$ cat src/hdl/char_lcd_nibble_interface_defines.svh
// Assertion macros for the character LCD nibble interface.
// Included by the top level; no other dependencies.
`ifndef CHAR_LCD_NIBBLE_INTERFACE_DEFINES_SVH
`define CHAR_LCD_NIBBLE_INTERFACE_DEFINES_SVH
`ifndef SYNTHESIS
// Property must hold at every clock edge outside reset.
`define CLN_ASSERT(label, clk, rst, prop, msg) \
   label: assert property (@(posedge clk) disable iff (rst) prop) else $error(msg);
// Expression must never be true outside reset.
`define CLN_ASSERT_NEVER(label, clk, rst, expr, msg) \
   label: assert property (@(posedge clk) disable iff (rst) !(expr)) else $error(msg);
`else
`define CLN_ASSERT(label, clk, rst, prop, msg)
`define CLN_ASSERT_NEVER(label, clk, rst, expr, msg)
`endif
`endif

$ cat src/hdl/cln_pkg.sv
// Shared types, codes and helper functions for the character LCD nibble interface.
// No dependencies; imported by every module of the block.
package cln_pkg;

   // Display geometry.
   localparam int ROWS    = 2;
   localparam int COLUMNS = 16;

   // Request kinds.
   localparam logic [2:0] KIND_INIT   = 3'd0;
   localparam logic [2:0] KIND_DEINIT = 3'd1;
   localparam logic [2:0] KIND_CMD    = 3'd2;
   localparam logic [2:0] KIND_DATA   = 3'd3;
   localparam logic [2:0] KIND_CURSOR = 3'd4;

   // Register indexes.
   localparam logic [2:0] CSR_STANDARD_DELAY = 3'd0;
   localparam logic [2:0] CSR_LONG_DELAY     = 3'd1;
   localparam logic [2:0] CSR_POWER_ON_DELAY = 3'd2;
   localparam logic [2:0] CSR_INIT_LONG_STEP = 3'd3;
   localparam logic [2:0] CSR_INIT_SHORT_STEP = 3'd4;

   // Display commands and address constants.
   localparam logic [7:0] CMD_CLEAR     = 8'h01;
   localparam logic [7:0] CMD_HOME      = 8'h02;
   localparam logic [7:0] CMD_SET_DDRAM = 8'h80;
   localparam logic [7:0] ROW_BASE_ODD  = 8'h40;
   localparam logic [3:0] NIB_WAKE      = 4'h3;
   localparam logic [3:0] NIB_FOUR_BIT  = 4'h2;

   // Step counter: init runs 4 wake nibbles and 5 bytes.
   localparam int          STEP_W          = 4;
   localparam logic [3:0]  FIRST_CMD_STEP  = 4'd4;
   localparam logic [3:0]  LAST_INIT_STEP  = 4'd13;
   localparam logic [3:0]  LAST_BYTE_STEP  = 4'd1;
   localparam logic [16:0] WAIT_MAX        = 17'h0FFFF;

   typedef enum logic [1:0] {
      JOB_INIT,
      JOB_PINS_LOW,
      JOB_BYTE
   } job_kind_type;

   // One request being turned into beats.
   typedef struct packed {
      logic               valid;
      job_kind_type       kind;
      logic               rs;
      logic [7:0]         value;
      logic [STEP_W-1:0]  step;
   } job_type;

   // Configuration register file contents.
   typedef struct packed {
      logic [15:0] standard_delay_us;
      logic [15:0] long_delay_us;
      logic [15:0] power_on_delay_us;
      logic [15:0] init_long_step_us;
      logic [15:0] init_short_step_us;
   } csr_type;

   // Commands sent after the wake nibbles of the init sequence.
   function automatic logic [7:0] init_cmd(input logic [2:0] idx);
      logic [7:0] cmd;
      case (idx)
         3'd0:    cmd = 8'h28;
         3'd1:    cmd = 8'h08;
         3'd2:    cmd = CMD_CLEAR;
         3'd3:    cmd = 8'h06;
         3'd4:    cmd = 8'h0C;
         default: cmd = 8'h00;
      endcase
      return cmd;
   endfunction

   // True on the final beat of a job.
   function automatic logic job_last(input job_kind_type kind, input logic [STEP_W-1:0] step);
      logic last;
      case (kind)
         JOB_INIT:     last = (step == LAST_INIT_STEP);
         JOB_BYTE:     last = (step == LAST_BYTE_STEP);
         JOB_PINS_LOW: last = 1'b1;
         default:      last = 1'b1;
      endcase
      return last;
   endfunction

   // Set-address command for a clamped row and column.
   function automatic logic [7:0] cursor_addr(input logic signed [7:0] row,
                                              input logic signed [7:0] column);
      logic signed [7:0] r;
      logic signed [7:0] c;
      logic [7:0]        base;
      r = row;
      if (row < 0)
         r = 8'sd0;
      else if (row >= 8'(ROWS))
         r = 8'(ROWS - 1);
      c = column;
      if (column < 0)
         c = 8'sd0;
      else if (column >= 8'(COLUMNS))
         c = 8'(COLUMNS - 1);
      base = r[0] ? ROW_BASE_ODD : 8'h00;
      return CMD_SET_DDRAM | (base + $unsigned(c));
   endfunction

endpackage

$ cat src/hdl/cln_csr.sv
// Configuration register file for the character LCD nibble interface.
// Depends on cln_pkg for the register indexes and the register struct.
module cln_csr (
   input  logic            clock,
   input  logic            reset,
   input  logic            csr_write_enable,
   input  logic [2:0]      csr_index,
   input  logic [15:0]     csr_write_data,
   output cln_pkg::csr_type csr
);
   import cln_pkg::*;

   csr_type csr_ff;
   csr_type csr_in;

   // Decode the write index; writes beyond the list are dropped.
   always_comb begin
      csr_in = csr_ff;
      if (csr_write_enable) begin
         case (csr_index)
            CSR_STANDARD_DELAY:  csr_in.standard_delay_us  = csr_write_data;
            CSR_LONG_DELAY:      csr_in.long_delay_us      = csr_write_data;
            CSR_POWER_ON_DELAY:  csr_in.power_on_delay_us  = csr_write_data;
            CSR_INIT_LONG_STEP:  csr_in.init_long_step_us  = csr_write_data;
            CSR_INIT_SHORT_STEP: csr_in.init_short_step_us = csr_write_data;
            default:             csr_in = csr_ff;
         endcase
      end
   end

   always_ff @(posedge clock) begin
      if (reset) begin
         csr_ff.standard_delay_us  <= 16'd100;
         csr_ff.long_delay_us      <= 16'd3000;
         csr_ff.power_on_delay_us  <= 16'd50000;
         csr_ff.init_long_step_us  <= 16'd5000;
         csr_ff.init_short_step_us <= 16'd500;
      end else begin
         csr_ff <= csr_in;
      end
   end

   assign csr = csr_ff;

endmodule

$ cat src/hdl/cln_job.sv
// Request register, ready flag and beat step counter.
// Depends on cln_pkg for the kind codes, job struct and cursor address function.
module cln_job (
   input  logic                clock,
   input  logic                reset,
   input  logic                req_valid,
   output logic                req_stall,
   input  logic [2:0]          req_kind,
   input  logic [7:0]          req_byte_value,
   input  logic signed [7:0]   req_row,
   input  logic signed [7:0]   req_column,
   input  logic                advance,
   output cln_pkg::job_type    job,
   output logic                ready_flag
);
   import cln_pkg::*;

   job_type job_ff;
   job_type job_in;
   logic    job_valid_ff;
   logic    job_valid_in;
   logic    ready_ff;
   logic    ready_in;
   logic    job_done;
   logic    accept;
   logic    produces;

   // The held request frees the input as its final beat leaves.
   assign job_done  = advance && job_last(job_ff.kind, job_ff.step);
   assign req_stall = job_valid_ff && !job_done;
   assign accept    = req_valid && !req_stall;

   // Before init only an init request gives any beat.
   always_comb begin
      produces = 1'b0;
      if (req_kind == KIND_INIT)
         produces = 1'b1;
      else if (ready_ff && (req_kind inside {KIND_DEINIT, KIND_CMD, KIND_DATA, KIND_CURSOR}))
         produces = 1'b1;
   end

   // Load a new request or step through the current one.
   always_comb begin
      job_in       = job_ff;
      job_valid_in = job_valid_ff;
      ready_in     = ready_ff;
      if (advance)
         job_in.step = job_ff.step + 1'b1;
      if (job_done)
         job_valid_in = 1'b0;
      if (accept) begin
         job_in.step  = '0;
         job_in.rs    = 1'b0;
         job_in.value = req_byte_value;
         job_in.kind  = JOB_BYTE;
         case (req_kind)
            KIND_INIT: begin
               job_in.kind = JOB_INIT;
               ready_in    = 1'b1;
            end
            KIND_DEINIT: begin
               job_in.kind = JOB_PINS_LOW;
               if (ready_ff)
                  ready_in = 1'b0;
            end
            KIND_DATA: begin
               job_in.rs = 1'b1;
            end
            KIND_CURSOR: begin
               job_in.value = cursor_addr(req_row, req_column);
            end
            default: begin
               job_in.kind = JOB_BYTE;
            end
         endcase
         job_valid_in = produces;
      end
      job_in.valid = job_valid_in;
   end

   always_ff @(posedge clock) begin
      if (reset) begin
         job_valid_ff <= 1'b0;
         ready_ff     <= 1'b0;
      end else begin
         job_valid_ff <= job_valid_in;
         ready_ff     <= ready_in;
      end
   end

   // Request payload needs no reset.
   always_ff @(posedge clock) begin
      job_ff <= job_in;
   end

   always_comb begin
      job       = job_ff;
      job.valid = job_valid_ff;
   end

   assign ready_flag = ready_ff;

endmodule

$ cat src/hdl/cln_out.sv
// Beat generator and result register: one beat per cycle while not stalled.
// Depends on cln_pkg for the job and register structs and the init command table.
module cln_out (
   input  logic              clock,
   input  logic              reset,
   input  cln_pkg::job_type  job,
   input  cln_pkg::csr_type  csr,
   output logic              advance,
   output logic              rsp_valid,
   input  logic              rsp_stall,
   output logic              rsp_reg_select,
   output logic [3:0]        rsp_nibble,
   output logic [15:0]       rsp_wait_before_us,
   output logic [15:0]       rsp_wait_after_us,
   output logic              rsp_pins_low,
   output logic              rsp_last
);
   import cln_pkg::*;

   logic        rsp_valid_ff;
   logic        rsp_valid_in;
   logic        load;
   logic [3:0]  cmd_offset;
   logic [7:0]  cmd;
   logic        byte_phase;
   logic        rs;
   logic        long_cmd;
   logic [16:0] settle_sum;
   logic [15:0] settle;
   logic        reg_select_in;
   logic [3:0]  nibble_in;
   logic [15:0] wait_before_in;
   logic [15:0] wait_after_in;
   logic        pins_low_in;
   logic        last_in;
   logic        reg_select_ff;
   logic [3:0]  nibble_ff;
   logic [15:0] wait_before_ff;
   logic [15:0] wait_after_ff;
   logic        pins_low_ff;
   logic        last_ff;

   // The result register takes a beat when empty or being drained.
   assign load    = !rsp_valid_ff || !rsp_stall;
   assign advance = load && job.valid;

   // Byte being sent: an init command from the table or the request's own byte.
   assign cmd_offset = job.step - FIRST_CMD_STEP;
   assign cmd        = (job.kind == JOB_INIT) ? init_cmd(cmd_offset[3:1]) : job.value;
   assign byte_phase = (job.kind == JOB_BYTE) || (job.step >= FIRST_CMD_STEP);
   assign rs         = (job.kind == JOB_BYTE) && job.rs;

   // Settle time after a low nibble, with the long wait after clear or home.
   assign long_cmd   = !rs && ((cmd == CMD_CLEAR) || (cmd == CMD_HOME));
   assign settle_sum = {1'b0, csr.standard_delay_us}
                     + (long_cmd ? {1'b0, csr.long_delay_us} : 17'd0);
   assign settle     = (settle_sum > WAIT_MAX) ? WAIT_MAX[15:0] : settle_sum[15:0];

   // Fields of the next beat.
   always_comb begin
      reg_select_in  = 1'b0;
      nibble_in      = 4'h0;
      wait_before_in = 16'd0;
      wait_after_in  = 16'd0;
      pins_low_in    = 1'b0;
      last_in        = job_last(job.kind, job.step);
      if (job.kind == JOB_PINS_LOW) begin
         pins_low_in = 1'b1;
      end else if (byte_phase) begin
         reg_select_in = rs;
         nibble_in     = job.step[0] ? cmd[3:0] : cmd[7:4];
         wait_after_in = job.step[0] ? settle : 16'd0;
      end else begin
         // Wake-up nibbles that force the four-bit mode.
         nibble_in      = (job.step[1:0] == 2'd3) ? NIB_FOUR_BIT : NIB_WAKE;
         wait_before_in = (job.step[1:0] == 2'd0) ? csr.power_on_delay_us : 16'd0;
         wait_after_in  = job.step[1] ? csr.init_short_step_us : csr.init_long_step_us;
      end
   end

   assign rsp_valid_in = load ? job.valid : rsp_valid_ff;

   always_ff @(posedge clock) begin
      if (reset) begin
         rsp_valid_ff <= 1'b0;
      end else begin
         rsp_valid_ff <= rsp_valid_in;
      end
   end

   // Beat payload holds while stalled.
   always_ff @(posedge clock) begin
      if (load) begin
         reg_select_ff  <= reg_select_in;
         nibble_ff      <= nibble_in;
         wait_before_ff <= wait_before_in;
         wait_after_ff  <= wait_after_in;
         pins_low_ff    <= pins_low_in;
         last_ff        <= last_in;
      end
   end

   assign rsp_valid          = rsp_valid_ff;
   assign rsp_reg_select     = reg_select_ff;
   assign rsp_nibble         = nibble_ff;
   assign rsp_wait_before_us = wait_before_ff;
   assign rsp_wait_after_us  = wait_after_ff;
   assign rsp_pins_low       = pins_low_ff;
   assign rsp_last           = last_ff;

endmodule

$ cat src/hdl/char_lcd_nibble_interface.sv
// Top level of the character LCD nibble interface: request register, beat generator, CSRs.
// Depends on cln_pkg, cln_csr, cln_job, cln_out and the assertion macro header.
//
//   channel | ports         | direction | beat
//   req     | req_*         | in        | one display request (kind, byte, row, column)
//   rsp     | rsp_*         | out       | one nibble transfer or pins-low action
//   csr     | csr_*         | in        | one register write, no wait
//
// One beat leaves the result register per cycle while rsp is not stalled; a request holds
// the input until its final beat is taken: 14 beats for init, 2 for a byte or cursor move,
// 1 for deinit; a request giving no beat does not hold it; the step counter counts them.
// Synchronous reset clears the ready flag, the held request and the result valid.
// A stall on rsp holds the current beat and, once the request register is busy, req.
`include "char_lcd_nibble_interface_defines.svh"
module char_lcd_nibble_interface (
   input  logic              clock,
   input  logic              reset,
   input  logic              req_valid,
   output logic              req_stall,
   input  logic [2:0]        req_kind,
   input  logic [7:0]        req_byte_value,
   input  logic signed [7:0] req_row,
   input  logic signed [7:0] req_column,
   output logic              rsp_valid,
   input  logic              rsp_stall,
   output logic              rsp_reg_select,
   output logic [3:0]        rsp_nibble,
   output logic [15:0]       rsp_wait_before_us,
   output logic [15:0]       rsp_wait_after_us,
   output logic              rsp_pins_low,
   output logic              rsp_last,
   input  logic              csr_write_enable,
   input  logic [2:0]        csr_index,
   input  logic [15:0]       csr_write_data
);
   import cln_pkg::*;

   csr_type csr;
   job_type job;
   logic    advance;
   logic    ready_flag;

   // Configuration registers.
   cln_csr u_csr (
      .clock            (clock),
      .reset            (reset),
      .csr_write_enable (csr_write_enable),
      .csr_index        (csr_index),
      .csr_write_data   (csr_write_data),
      .csr              (csr)
   );

   // Request register and step counter.
   cln_job u_job (
      .clock          (clock),
      .reset          (reset),
      .req_valid      (req_valid),
      .req_stall      (req_stall),
      .req_kind       (req_kind),
      .req_byte_value (req_byte_value),
      .req_row        (req_row),
      .req_column     (req_column),
      .advance        (advance),
      .job            (job),
      .ready_flag     (ready_flag)
   );

   // Beat generation and result register.
   cln_out u_out (
      .clock              (clock),
      .reset              (reset),
      .job                (job),
      .csr                (csr),
      .advance            (advance),
      .rsp_valid          (rsp_valid),
      .rsp_stall          (rsp_stall),
      .rsp_reg_select     (rsp_reg_select),
      .rsp_nibble         (rsp_nibble),
      .rsp_wait_before_us (rsp_wait_before_us),
      .rsp_wait_after_us  (rsp_wait_after_us),
      .rsp_pins_low       (rsp_pins_low),
      .rsp_last           (rsp_last)
   );

   // An accepted init request leaves the display ready.
   `CLN_ASSERT(a_init_sets_ready, clock, reset, (req_valid && !req_stall && req_kind == KIND_INIT) |=> ready_flag, "init did not set ready flag")
   // The step counter never runs past the init sequence.
   `CLN_ASSERT(a_step_bound, clock, reset, job.valid |-> (job.step <= LAST_INIT_STEP), "step counter out of range")
   // A pins-low beat is a lone final beat with no transfer data.
   `CLN_ASSERT(a_pins_low_last, clock, reset, (rsp_valid && rsp_pins_low) |-> (rsp_last && rsp_nibble == 4'h0), "pins-low beat malformed")
   // Only the first wake nibble carries a wait before it.
   `CLN_ASSERT_NEVER(a_wait_before_wake, clock, reset, rsp_valid && rsp_wait_before_us != 16'd0 && (rsp_nibble != NIB_WAKE || rsp_reg_select), "wait before on a non-wake beat")

endmodule

$ cat config.mk
export PLATFORM = sky130hd
export DESIGN_NAME = char_lcd_nibble_interface
export DESIGN_NICKNAME = d
export VERILOG_FILES = /design/src/hdl/cln_pkg.sv /design/src/hdl/cln_csr.sv /design/src/hdl/cln_job.sv /design/src/hdl/cln_out.sv /design/src/hdl/char_lcd_nibble_interface.sv
export VERILOG_INCLUDE_DIRS = /design/src /design/src/hdl
export SDC_FILE = /design/constraint.sdc
export NUM_CORES = 1
export LEC_CHECK = 0
export BUFFER_PORTS_ARGS = -buffer_cell sky130_fd_sc_hd__clkbuf_2
export CAP_MARGIN = 20
export CORE_ASPECT_RATIO = 0.7
export CORE_UTILIZATION = 45
export DETAILED_ROUTE_END_ITERATION = 8
export PLACE_DENSITY = 0.75
export SYNTH_ARGS = -nofsm -noshare
export SYNTH_HDL_FRONTEND = slang
export SYNTH_HIERARCHICAL = 1
export SYNTH_SLANG_ARGS = --single-unit
$ cat constraint.sdc
create_clock -name clock -period 11.7 [get_ports clock]
set_input_delay 2.925 -clock clock [delete_from_list [all_inputs] [get_ports clock]]
set_output_delay 2.925 -clock clock [all_outputs]
set_load 0.1 [all_outputs]
**Word level (Yosys, flattened, before mapping)**

Cells that the tools add are included.

- Flip-flop bits (word level): 137
- Latch bits: 0
- Bits in writable memories: 0
- Memory bits (read-only): 0
- Input bits: 51
- Output and inout bits: 41
- Logic and storage cells: 110
- Memories: 0

- Add/sub/neg operators: 4
- $mul: 0
- Div/mod/pow operators: 0
- Magnitude comparators: 6
- Equality and inequality tests: 19
- Shifts and indexed selects: 0
- Mux-type cells: 29
- Bitwise logic cells: 2
- Reduce and logical (&&, ||, !) cells: 31

Operators by type and width:

| operator | count |
|---|---|
| two-way mux 16 bit | 5 |
| two-way mux 7 bit | 6 |
| case mux 6 bit (5 select lines) | 1 |
| equality test 3 x 2 -> 1 bit (second input constant) | 6 |
| adder 16 x 17 -> 17 bit | 1 |
| > comparator 17 x 16 -> 1 bit (second input constant) | 1 |
| less-than comparator 8 x 1 -> 1 bit (second input constant) | 2 |
| AND reduction 2 bit | 6 |
| two-way mux 1 bit | 11 |
| equality test 3 x 1 -> 1 bit (second input constant) | 3 |
| equality test 3 bit (second input constant) | 3 |
| logical NOT 3 bit | 3 |
| equality test 8 x 1 -> 1 bit (second input constant) | 1 |
| equality test 8 x 2 -> 1 bit (second input constant) | 1 |
| greater-or-equal comparator 8 x 3 -> 1 bit (second input constant) | 1 |
| greater-or-equal comparator 8 x 6 -> 1 bit (second input constant) | 1 |
| two-way mux 4 bit | 2 |
| two-way mux 8 bit | 1 |
| adder 7 bit | 1 |
| logical AND 1 bit | 7 |
| logical NOT 1 bit | 5 |
| adder 4 x 1 -> 4 bit (second input constant) | 1 |
| equality test 2 bit (second input constant) | 2 |
| equality test 4 x 1 -> 1 bit (second input constant) | 1 |
| 13 further kinds | 19 |

**Logic depth before layout (Yosys ltp)**

Gate-level depths: netlist of the first run.

- Word-level depth: 13
- Depth in mapped cells: 18
- Mapped depth without buffers: 16

**Hierarchy**

The synthesis of the first run kept the hierarchy.

By module, submodules not included:

| module | instances | cells each | area an instance (um^2) | seq. area each (um^2) |
|---|---|---|---|---|
| cln_csr | 1 | 298 | 3179.3 | 1601.5 |
| cln_out | 1 | 297 | 2916.5 | 1191.1 |
| cln_job | 1 | 82 | 868.3 | 450.4 |

**Least setup slack after synthesis of the first run**

No wires, ideal clock.

- Path type: input to output
- Start point: input rsp_stall
- End point: output req_stall
- Data arrival time: 4.949 ns
- Required time: 8.775 ns
- Slack: 3.826 ns
- Cell stages on the path: 6
- Buffers on the path: 1
- Cell sequence: nand2_1 and2_1 buf_2 inv_1 a21oi_1 inv_1

- Longest elaborated chain between the ends: 6

Ends and longest elaborated chain:

| what | RTL line | source |
|---|---|---|
| from (decl) | char_lcd_nibble_interface.sv:25 | `input logic rsp_stall,` |
| logical NOT 1 bit | cln_out.sv:44 | `assign load = !rsp_valid_ff \|\| !rsp_stall;` |
| logical OR 1 bit | cln_out.sv:44 |  |
| logical AND 1 bit | cln_out.sv:45 | `assign advance = load && job.valid;` |
| named net advance | char_lcd_nibble_interface.sv:40 | `logic advance;` |
| logical AND 1 bit | cln_job.sv:29 | `assign job_done = advance && job_last(job_ff.kind, job_ff.step);` |
| logical NOT 1 bit | cln_job.sv:30 | `assign req_stall = job_valid_ff && !job_done;` |
| logical AND 1 bit | cln_job.sv:30 |  |
| to (decl) | char_lcd_nibble_interface.sv:19 | `output logic req_stall,` |

The timed path passes the listed nets, and every way through them passes these cells.

**Final worst setup path of the first run**

Ends and elaborated chain as after synthesis.

==> impl_metrics.json, run 1 <==
{
  "first_pass_iters": 6,
  "swShare_pct": 30.7,
  "start_kind": "input port",
  "cts_tree": "yes",
  "antenna_cells": 0,
  "cts_buffer_depth": 2,
  "fmax_mhz": 133,
  "combPwrFrac_pct": 17.9,
  "die_area_um2": 16000,
  "area_growth_pct": 17.2,
  "slew_headroom_pct": 35.4,
  "rows": 37,
  "final.min_clock_period_ns": 7.54,
  "reg2reg_depth": 16,
  "postLayoutCoreUtil_pct": 54.8,
  "overflow": 0,
  "vias": 5198,
  "reg2reg_slack_ns": 6.51,
  "cp.depth": 8,
  "die_w_um": 151,
  "ys_types": 67,
  "htree_levels": 4,
  "dp_hpwl_um": 10800,
  "finalSetupTns_ns": 0,
  "remaining_drc_errors": 0,
  "power.density_nw_per_um2": 162,
  "avgSynthCellArea_um2": 10.3,
  "arrival_ns": 4.62,
  "cp_slowest_stage_delay_ns": 0.38,
  "yosysWarnings": 6,
  "ys_seq_area_share_pct": 46.6,
  "synth_seq_cells": 137,
  "grt_pass1_vias": 4893,
  "criticalPathCategory": "in -> out",
  "status": "finished, final reports clean",
  "drv_cap": 0,
  "postRouteWirelength_um": 15900,
  "setup_viol": 0,
  "worst_pin_slew_ns": 0.970,
  "syn_area_um2": 6960,
  "crit_family": "buffers and inverters",
  "clock_latency_ns": 0.42,
  "layout.nets": 829,
  "port_buffers": 91,
  "synth_ff_type": "dfxtp_1",
  "antenna_found_initial": 0,
  "start_util_pct": 46.7,
  "cp_num_buf_inv": 5,
  "ant_nets": 0,
  "synth_cells": 677,
  "drive_gt1_share_pct": 18.5,
  "cts-hold-fix-buffers": 0,
  "n_fill_cell": 1340,
  "synth_edf_count": 50,
  "p_clk_share_pct": 41.4,
  "ios": 92,
  "p_switching_mw": 0.407,
  "seqPwrFrac_pct": 40.8,
  "cp_cell_sequence": "clkbuf_2, nand2_2, buf_12, and2_1, inv_1, a21oi_1, inv_1, clkbuf_2",
  "skew_ns": 0.0112,
  "layout_commonest_cell": "mux2i_1",
  "r2r-end": "u_out/rsp_wait_after_us[1]",
  "drt_iter0_drc": 395,
  "cts.sinks": 137,
  "hold_path_class": "reg -> reg",
  "fp.dieH_um": 106,
  "rsz0062_at_grt": "false",
  "post_cts_buffers": 0,
  "cp_data_required_time_ns": 8.78,
  "gr-usage-all-layers_pct": 20.9,
  "grt_pass1_wl_um": 25200,
  "worst-path-max-fanout": 33,
  "routedWlPerCell_um": 16.5,
  "slowest_stage": "and2_1",
  "finalWeightedCongestion": 0.858,
  "holdPathStages": 2,
  "cts-root-buf": "clkbuf_16",
  "cp-end-kind": "output port",
  "hold_viol_final": 0,
  "peakVddDrop_v": 0.0000905,
  "internal_power_mw": 0.918,
  "holdPathEnd": "u_csr/csr[37]",
  "ys_async_sr_fraction_pct": 0,
  "core_um2": 14900,
  "mappedNetlistNets": 748,
  "final_cell_mix": "mux2i_1, clkbuf_2, dfxtp_1",
  "cts_inserted_buffers": 17,
  "clk_pin_slew_ns": 0.06,
  "finalMaxSlewViolations": 0,
  "grt_max_degree": 112,
  "min_period_over_period_pct": 64.5,
  "reg2reg_from": "u_job/job[1]",
  "viasPerCell": 5.38,
  "p_leak_nw": 3.61,
  "cts_resized": 0,
  "hp-start": "u_csr/csr[37]"
}
worst reg2reg max path: stages (launching register included):
cell and delay, ns:
dfxtp_1 0.47, buf_4 0.41, inv_1 0.16, o21ai_0 0.21, o21ai_1 0.11, a221o_1 0.33, nor4_4 0.75, and2_1 0.23
ha_1 0.18, inv_1 0.06, fa_1 0.39, nand2b_1 0.18, a21oi_1 0.23, o41a_1 0.35, a211o_1 0.36, nand2_2 0.23
a221oi_1 0.34
stage by stage:
stage / power, mW / worst slack, ns / std cells / hold WS [ns] / cell area (um2)
2_1_floorplan: 0.739 / 3.83 / 677 / 0.444 / 6960
3_3_place_gp: 0.784 / 3.79 / 933 / 0.457 / 7530
3_5_place_dp: 0.786 / 3.75 / 933 / 0.457 / 7530
4_1_cts: 1.33 / 3.74 / 965 / 0.471 / 8140
5_1_grt: 1.37 / 3.98 / 966 / 0.485 / 8160
6_report: 1.33 / 4.16 / 966 / 0.469 / 8160
cells in the mapped netlist, drive strengths merged (4+ instances only):
cell type | number | area share, %
a31oi | 4 | 0.36
nand3 | 6 | 0.43
a21oi | 32 | 2.3
a221oi | 4 | 0.50
nand2 | 30 | 1.7
buf | 20 | 1.9
a21o | 8 | 0.86
mux2i | 97 | 14
nor3 | 6 | 0.50
dfxtp | 87 | 25
and3 | 6 | 0.54
edfxtp | 50 | 22
nor2 | 67 | 3.6
nand2b | 77 | 6.9
o211ai | 5 | 0.54
xor2 | 4 | 0.50
o22ai | 5 | 0.45
and2 | 41 | 3.7
o31ai | 7 | 0.95
inv | 12 | 0.65
ha | 19 | 3.4
xnor2 | 6 | 0.75
clkbuf | 16 | 0.86
o21ai | 20 | 1.4
sequential cells by signal (all words and copies together) (netlist names):
name / count
u_csr/csr: 80
u_out/rsp_wait_after_us: 16
u_out/rsp_wait_before_us: 16
u_job/job: 15
u_out/rsp_nibble: 4
u_job/job_valid_ff: 1
u_job/ready_flag: 1
u_out/rsp_last: 1
u_out/rsp_pins_low: 1
u_out/rsp_reg_select: 1
u_out/rsp_valid: 1
power by group through the flow:
stage / combinational, mW / clock [mW] / sequential [mW]
floorplan: 0.0749 / 0 / 0.665
global placement: 0.234 / 0 / 0.551
detailed placement: 0.235 / 0 / 0.551
CTS: 0.236 / 0.556 / 0.541
global route: 0.249 / 0.576 / 0.543
finish: 0.237 / 0.548 / 0.540
layout make-up:
| cell class | count | area (um2) | area share (%) |
|---|---|---|---|
| inverter | 12 | 45.0 | 0.552 |
| timing repair buffer | 98 | 520 | 6.38 |
| sequential | 137 | 3240 | 39.7 |
| multi-input combinational | 492 | 3500 | 42.8 |
| clock inverter | 7 | 76.3 | 0.935 |
| tap | 195 | 244 | 2.99 |
| clock buffer | 25 | 539 | 6.61 |
cell families after synthesis:
logic type                 share of synthesized area, %
AOI/OAI and AO/OA                                  10.4
xor gates and xnor gates                           1.26
adders and majority gates                          3.84
buffers and inverters                              3.36
DFF                                                46.6
muxes                                              14.3
and+or+nand+nor                                    20.3
worst max path at each step:
stage / start / endpoint / slack [ns]
final: rsp_stall / req_stall / 4.16
after global routing: rsp_stall / req_stall / 3.98
after CTS: rsp_stall / req_stall / 3.74
after detailed placement: rsp_stall / req_stall / 3.75
after global placement: rsp_stall / req_stall / 3.79
after floorplan: rsp_stall / req_stall / 3.83
routing by layer:
metal,up-vias,part of all wire [%],wire length (um),global-route usage [%]
li1,2570,-,-,-
met3,12,5.0,790,4.94
met4,0,0.91,144,7.00
met2,140,44,7060,31.4
met1,2476,50,7900,29.3
met5,-,0,0,0
(Power assumes the default switching activity.)
==> run 2, diff against run 1 <==
- PLACE_DENSITY: 0.75 -> 0.77
- clock period: 11.7 -> 6.6 ns (I/O delays scaled with it)
==> impl_metrics.json, run 2 (synthesized netlist as in run 1, its figures left out) <==
{
  "first_pass_iters": 5,
  "drv_cap": 0,
  "drive_gt1_share_pct": 18.4,
  "rows": 37,
  "ios": 92,
  "reg2reg_depth": 16,
  "min_period_over_period_pct": 75.8,
  "core_um2": 14900,
  "final_cell_mix": "mux2i_1, clkbuf_2, dfxtp_1",
  "cts_inserted_buffers": 17,
  "p_switching_mw": 0.716,
  "cp-end-kind": "flop",
  "cts_resized": 0,
  "holdPathStages": 2,
  "overflow": 0,
  "die_area_um2": 16000,
  "grt_pass1_wl_um": 25300,
  "postRouteWirelength_um": 15800,
  "rsz0062_at_grt": "false",
  "p_leak_nw": 3.58,
  "dp_hpwl_um": 11000,
  "power.density_nw_per_um2": 282,
  "area_growth_pct": 16.3,
  "vias": 5212,
  "fin_area_um2": 8100,
  "arrival_ns": 5.24,
  "viasPerCell": 5.40,
  "slew_headroom_pct": 35.0,
  "finalSetupTns_ns": 0,
  "peakVddDrop_v": 0.000167,
  "grt_util_met1_pct": 28.2,
  "antenna_found_initial": 0,
  "placed_area_um2": 7540,
  "grtUsageMet3_pct": 4.85,
  "post_cts_buffers": 0,
  "final.min_clock_period_ns": 5.00,
  "postLayoutCoreUtil_pct": 54.3,
  "grtUsageMet2_pct": 31.5,
  "antenna_cells": 0,
  "finalWeightedCongestion": 0.927,
  "cts-root-buf": "clkbuf_16",
  "hold_viol_final": 0,
  "swShare_pct": 31.3,
  "cts_tree": "yes",
  "ant_nets": 0,
  "start_kind": "flop",
  "holdWs_ns": 0.473,
  "htree_levels": 4,
  "fmax_mhz": 200,
  "seqPwrFrac_pct": 41.9,
  "worst-path-max-fanout": 17,
  "internal_power_mw": 1.57,
  "grt_pass1_vias": 4939,
  "drt_iter0_drc": 439,
  "criticalPathCategory": "reg -> reg",
  "cts_buffer_depth": 2,
  "port_buffers": 91,
  "multi_input_area_um2": 3500,
  "skew_ns": 0.0109,
  "combPwrFrac_pct": 18.3,
  "remaining_drc_errors": 0,
  "cts-hold-fix-buffers": 0,
  "layout.nets": 829,
  "setup_viol": 0,
  "hold_path_class": "reg -> reg",
  "clk_pin_slew_ns": 0.06,
  "cp_data_required_time_ns": 6.84,
  "layout_commonest_cell": "mux2i_1",
  "fp.dieH_um": 106,
  "cts.sinks": 137,
  "finalMaxSlewViolations": 0,
  "seq_area_um2": 3240,
  "worst_pin_slew_ns": 0.970,
  "die_w_um": 151,
  "p_clk_share_pct": 39.8,
  "routedWlPerCell_um": 16.3,
  "clock_latency_ns": 0.42,
  "grt_busiest_layer": "met2",
  "n_fill_cell": 1297,
  "largest_register_ffs": 80,
  "status": "finished, final reports clean",
  "gr-usage-all-layers_pct": 20.5,
  "grt_max_degree": 58,
  "p_total_mw": 2.29,
  "start_util_pct": 46.7
}
-- run 2: cell types whose count changed in the layout (fill, tap and decap cells not counted), sizes merged --
cell | before | now
clkinv | 3 | 8
clkbuf | 116 | 110
bufinv | 1 | 2
-- run 2: layout make-up --
class	instances	area share, %
inverters	12	0.556
flip-flops and latches	137	40.0
multi-input cells	492	43.2
repair buffers	98	6.27
well taps	195	3.01
clock inverters	13	1.61
clock buffers	19	5.35
-- run 2: through the flow --
step                setup slack (ns)  cells
floorplan                       1.28    677
global placement                1.95    934
detailed placement              1.76    934
CTS                             1.69    966
global route                    1.20    966
finish                          1.60    966
-- run 2: critical path, stage by stage, from the launching register on --
cell,delay [ns]
dfxtp_1,0.53
inv_1,0.13
ha_1,0.39
o21ai_0,0.19
o21ai_1,0.10
a221o_1,0.31
nor4_4,0.63
and2_1,0.22
ha_1,0.19
inv_1,0.07
fa_1,0.41
nand2b_1,0.18
a21oi_1,0.21
o41a_1,0.33
a211o_1,0.36
nand2_2,0.23
a221oi_1,0.32
-- run 2: power groups by stage --
stage | clock (mW) | sequential, mW | combinational, mW
floorplan | 0 | 1.18 | 0.133
global placement | 0 | 0.975 | 0.416
detailed placement | 0 | 0.975 | 0.417
CTS | 0.923 | 0.958 | 0.418
global route | 0.958 | 0.963 | 0.440
finish | 0.911 | 0.958 | 0.418
-- run 2: per-layer routing --
metal  wire length [um]  part of all wire, %
met5                  0                    0
met4                292                  1.8
met3                945                  6.0
met2               7060                   45
met1               7490                   47
-- run 2: path summary, 6_finish.rpt --
check	slack (ns)	start	end
max reg2reg	1.60	u_job/job[2]	u_out/rsp_wait_after_us[1]
max	1.60	u_job/job[2]	u_out/rsp_wait_after_us[1]
min	0.47	u_csr/csr[35]	u_csr/csr[35]
min reg2reg	0.47	u_csr/csr[35]	u_csr/csr[35]
